==> src/sv/assert_macros.svh <==
// Assertion helpers shared by the RTL.
`ifndef ASSERT_MACROS_SVH
`define ASSERT_MACROS_SVH

`ifndef SYNTHESIS
// checked outside reset only
`define ASSERT_RST(lbl, clk, rst_n, prop) \
  lbl: assert property (@(posedge clk) disable iff (!rst_n) prop) \
    else $error("%m: check failed");
// checked on every edge, reset included
`define ASSERT_ALWAYS(lbl, clk, prop) \
  lbl: assert property (@(posedge clk) prop) \
    else $error("%m: check failed");
`else
`define ASSERT_RST(lbl, clk, rst_n, prop)
`define ASSERT_ALWAYS(lbl, clk, prop)
`endif

`endif

==> src/sv/kt_ram.sv <==
module kt_ram #(
  parameter int  WIDTH = 8,
  parameter int  DEPTH = 16,
  localparam int AW    = (DEPTH > 1) ? $clog2(DEPTH) : 1
) (
  input  logic             clk_i,
  input  logic             we_i,
  input  logic [AW-1:0]    waddr_i,
  input  logic [WIDTH-1:0] wdata_i,
  input  logic [AW-1:0]    raddr_i,
  output logic [WIDTH-1:0] rdata_o
);

  logic [WIDTH-1:0] mem_q [DEPTH];
  logic [WIDTH-1:0] rdata_q;

  always_ff @(posedge clk_i) begin
    if (we_i) begin
      mem_q[waddr_i] <= wdata_i;
    end
    rdata_q <= mem_q[raddr_i];
  end

  assign rdata_o = rdata_q;

endmodule

==> config.mk <==
export PLATFORM = sky130hd
export DESIGN_NAME = kt_ram
export DESIGN_NICKNAME = d
export VERILOG_FILES = /design/src/sv/assert_macros.svh /design/src/sv/kt_ram.sv
export SDC_FILE = /design/constraint.sdc
export NUM_CORES = 1
export LEC_CHECK = 0
export BUFFER_PORTS_ARGS = -buffer_cell sky130_fd_sc_hd__buf_2
export CORE_MARGIN = 3
export CORE_UTILIZATION = 45
export CTS_CLUSTER_SIZE = 8
export DETAILED_ROUTE_END_ITERATION = 10
export REMOVE_ABC_BUFFERS = 1
export SYNTH_ARGS = -nofsm -noshare
export SYNTH_HDL_FRONTEND = slang
export SYNTH_SLANG_ARGS = --single-unit
==> constraint.sdc <==
create_clock -name clk_i -period 1.53 [get_ports clk_i]
set_input_delay 0.153 -clock clk_i [delete_from_list [all_inputs] [get_ports clk_i]]
set_output_delay 0.153 -clock clk_i [all_outputs]
set_load 0.01 [all_outputs]
==> out/results.ini <==
[status]
run_status=finished, final reports clean

[synthesis]
synth.most_common_cell=edfxtp_1
synth_fa_ha_area_frac=0
async_reset_ff_frac=0
yosys.area.top_type=edfxtp_1
synthTopCellsByArea=edfxtp_1 (75%), mux4_2 (7.9%), mux4_1 (7.1%), dfxtp_1 (3.1%), a22oi_1 (2.3%)
yosys_warnings=0
synth_top_area_share=0.747
synth_mux_area_frac=0.150
synth_top_family_by_area=multiplexers
yosysSeqAreaShare=0.778
yosys_most_used_dff=edfxtp_1
synthSimpleGateAreaFrac=0.0318
synth_edf_count=128
ys_top_cells_by_count=edfxtp_1 (128), mux4_2 (18), a22oi_1 (16)
synthCells=229
synth_compound_area_frac=0.0233
syn_area_mm2=0.00515
yosysUniqueCellTypes=19
synth_xor_area_frac=0
synth_area_per_cell_um2=22.5
ys_ff_latch=136

[sta]
setup_tns_ns=0
fin_crit_sh=0.882
fmax_ghz=0.741
drv_slew=0
setup_violations=0
min_period_ns=1.35
rsz0062_at_grt=false
hold_violations=0
fin_worst_skew_ns=0.00726
worstMarginPinSlew_ns=0.777
slew_headroom=0.480

[detailed_routing]
wl_um=9800
ant_nets=0
drtIter0Drc=220
drc=0
routed_via_density=5.53
vias=2452
firstDrtPassIters=4
wl_per_cell_um=22.1

[clock_network]
cts_max_level=4
clk_path_buf_depth=2
numCtsBuffers=17
cts_tree=yes
ctsHoldBuffers=0
clock-root-buffer=clkbuf_16
cts_sinks=136
cts_setup_buffers=0
path_clk_slew_ns=0.06
clkLatencyLatePin_ns=0.40
cts_resized=0

[global_route]
antenna_found_initial=0
grt_max_degree=33
grt_pass1_wl_um=15200
overflow=0
track_usage=0.166
first_global_vias=2609

[critical_path]
crit_fanout=1
cp.arrival_ns=1.63
endpoint_kind=register
r2r-end=rdata_o[3]
crit_required_ns=1.81
cp-start-kind=register
crit_type=register to register
reg2reg_setup_slack_ns=0.18
reg2reg_depth=3
r2r_start=mem_q[9][3]

[hold_path]
holdCritStartpoint=wdata_i[4]
holdPathStages=1
holdPathEnd=mem_q[4][4]
hold_class=input port to register

[placement]
dp_cells=411
place_area_mm2=0.00559
dp_hpwl_um=6370
gp_congestion=0.734
numPortBuffers=25

[floorplanning]
placementRows=38
die-area_mm2=0.0128
die-width_um=113
initial_utilization=0.467
core_area_mm2=0.0110
die_y_um=113
pin_count=26

[finish]
fillers=841
area_growth_syn_to_layout_pct=20.8
drive_gt1_frac=0.337
regArea_mm2=0.00400
num_antenna_cells=0
multiInputGateArea_mm2=0.00106
fin_cells=443
nNetsFinal=308
postLayoutCellArea_mm2=0.00622
utilization=0.564

[power]
p_per_area_mw_per_mm2=1420
ir_drop_v=0.000629
power.leakage_nw=2.15

[run]
drv_cap=0

layout make-up:
type | count | area share
sequential | 136 | 0.644
multi-input combinational | 83 | 0.170
clock buffer | 19 | 0.0728
timing repair buffer | 52 | 0.0567
clock inverter | 13 | 0.0284
tap | 140 | 0.0282
stage by stage:
step                      worst slack (ns)  hold WS, ns  power [mW]
after floorplan                     -0.116        0.252        4.44
after global placement             -0.0928        0.537        4.67
after CTS                            0.155        0.125        8.90
after detailed placement            -0.117        0.552        4.68
after global routing                0.0971        0.135        9.11
final                                0.180        0.137        8.82
how the worst max path moves through the flow:
stage                 from     endpoint  slack [ns]
6_report       mem_q[9][3]   rdata_o[3]        0.18
5_1_grt        mem_q[5][2]   rdata_o[2]         0.1
4_1_cts        mem_q[9][3]   rdata_o[3]        0.15
3_5_place_dp    raddr_i[0]   rdata_o[7]       -0.12
3_3_place_gp    raddr_i[0]   rdata_o[2]       -0.09
2_1_floorplan   waddr_i[2]  mem_q[0][0]       -0.12
critical path: stages (launching register included):
cell and delay, ns:
edfxtp_1 0.36, mux4_1 0.50, a22oi_1 0.29, nand2_1 0.08
metal layers:
metal | vias up | share of wire | global-route usage
met3 | 4 | 0.055 | 0.0465
met2 | 72 | 0.49 | 0.256
li1 | 1099 | - | -
met1 | 1277 | 0.45 | 0.237
met5 | - | 0 | 0
met4 | 0 | 0.0050 | 0.0457
flip-flops by register name, summed over array words and instances, names as in the netlist:
signal,cells
mem_q,128
rdata_o,8
cells by family (layout without fill, tap and decap cells):
group                  count (synthesis)  count (layout)
AO/OA/AOI/OAI                         16              16
buffers and inverters                 10              84
flip-flops                           136             136
multiplexers                          32              32
AND/OR/NAND/NOR                       35              35
layout by cell type, fill, tap and decap left out:
cell type / instances
clkinv_1: 1
bufinv_16: 4
nand2_1: 9
clkbuf_8: 2
or3b_2: 1
mux4_1: 14
nand3_1: 1
clkinv_2: 4
nand3b_1: 2
edfxtp_1: 128
and2b_1: 1
nor3_1: 4
nor2b_1: 1
buf_12: 2
clkinvlp_4: 2
mux4_2: 18
buf_4: 25
nor2_1: 13
dfxtp_1: 8
clkbuf_16: 17
buf_2: 25
and2_1: 1
nand2b_1: 2
a22oi_1: 16
clkinv_4: 2
power breakdown:
group / switching, mW / internal (mW)
registers: 0.0224 / 4.17
logic: 0.228 / 0.177
clock network: 1.43 / 2.80
total: 1.68 / 7.14
No activity file was read; power rests on OpenSTA's default activity.
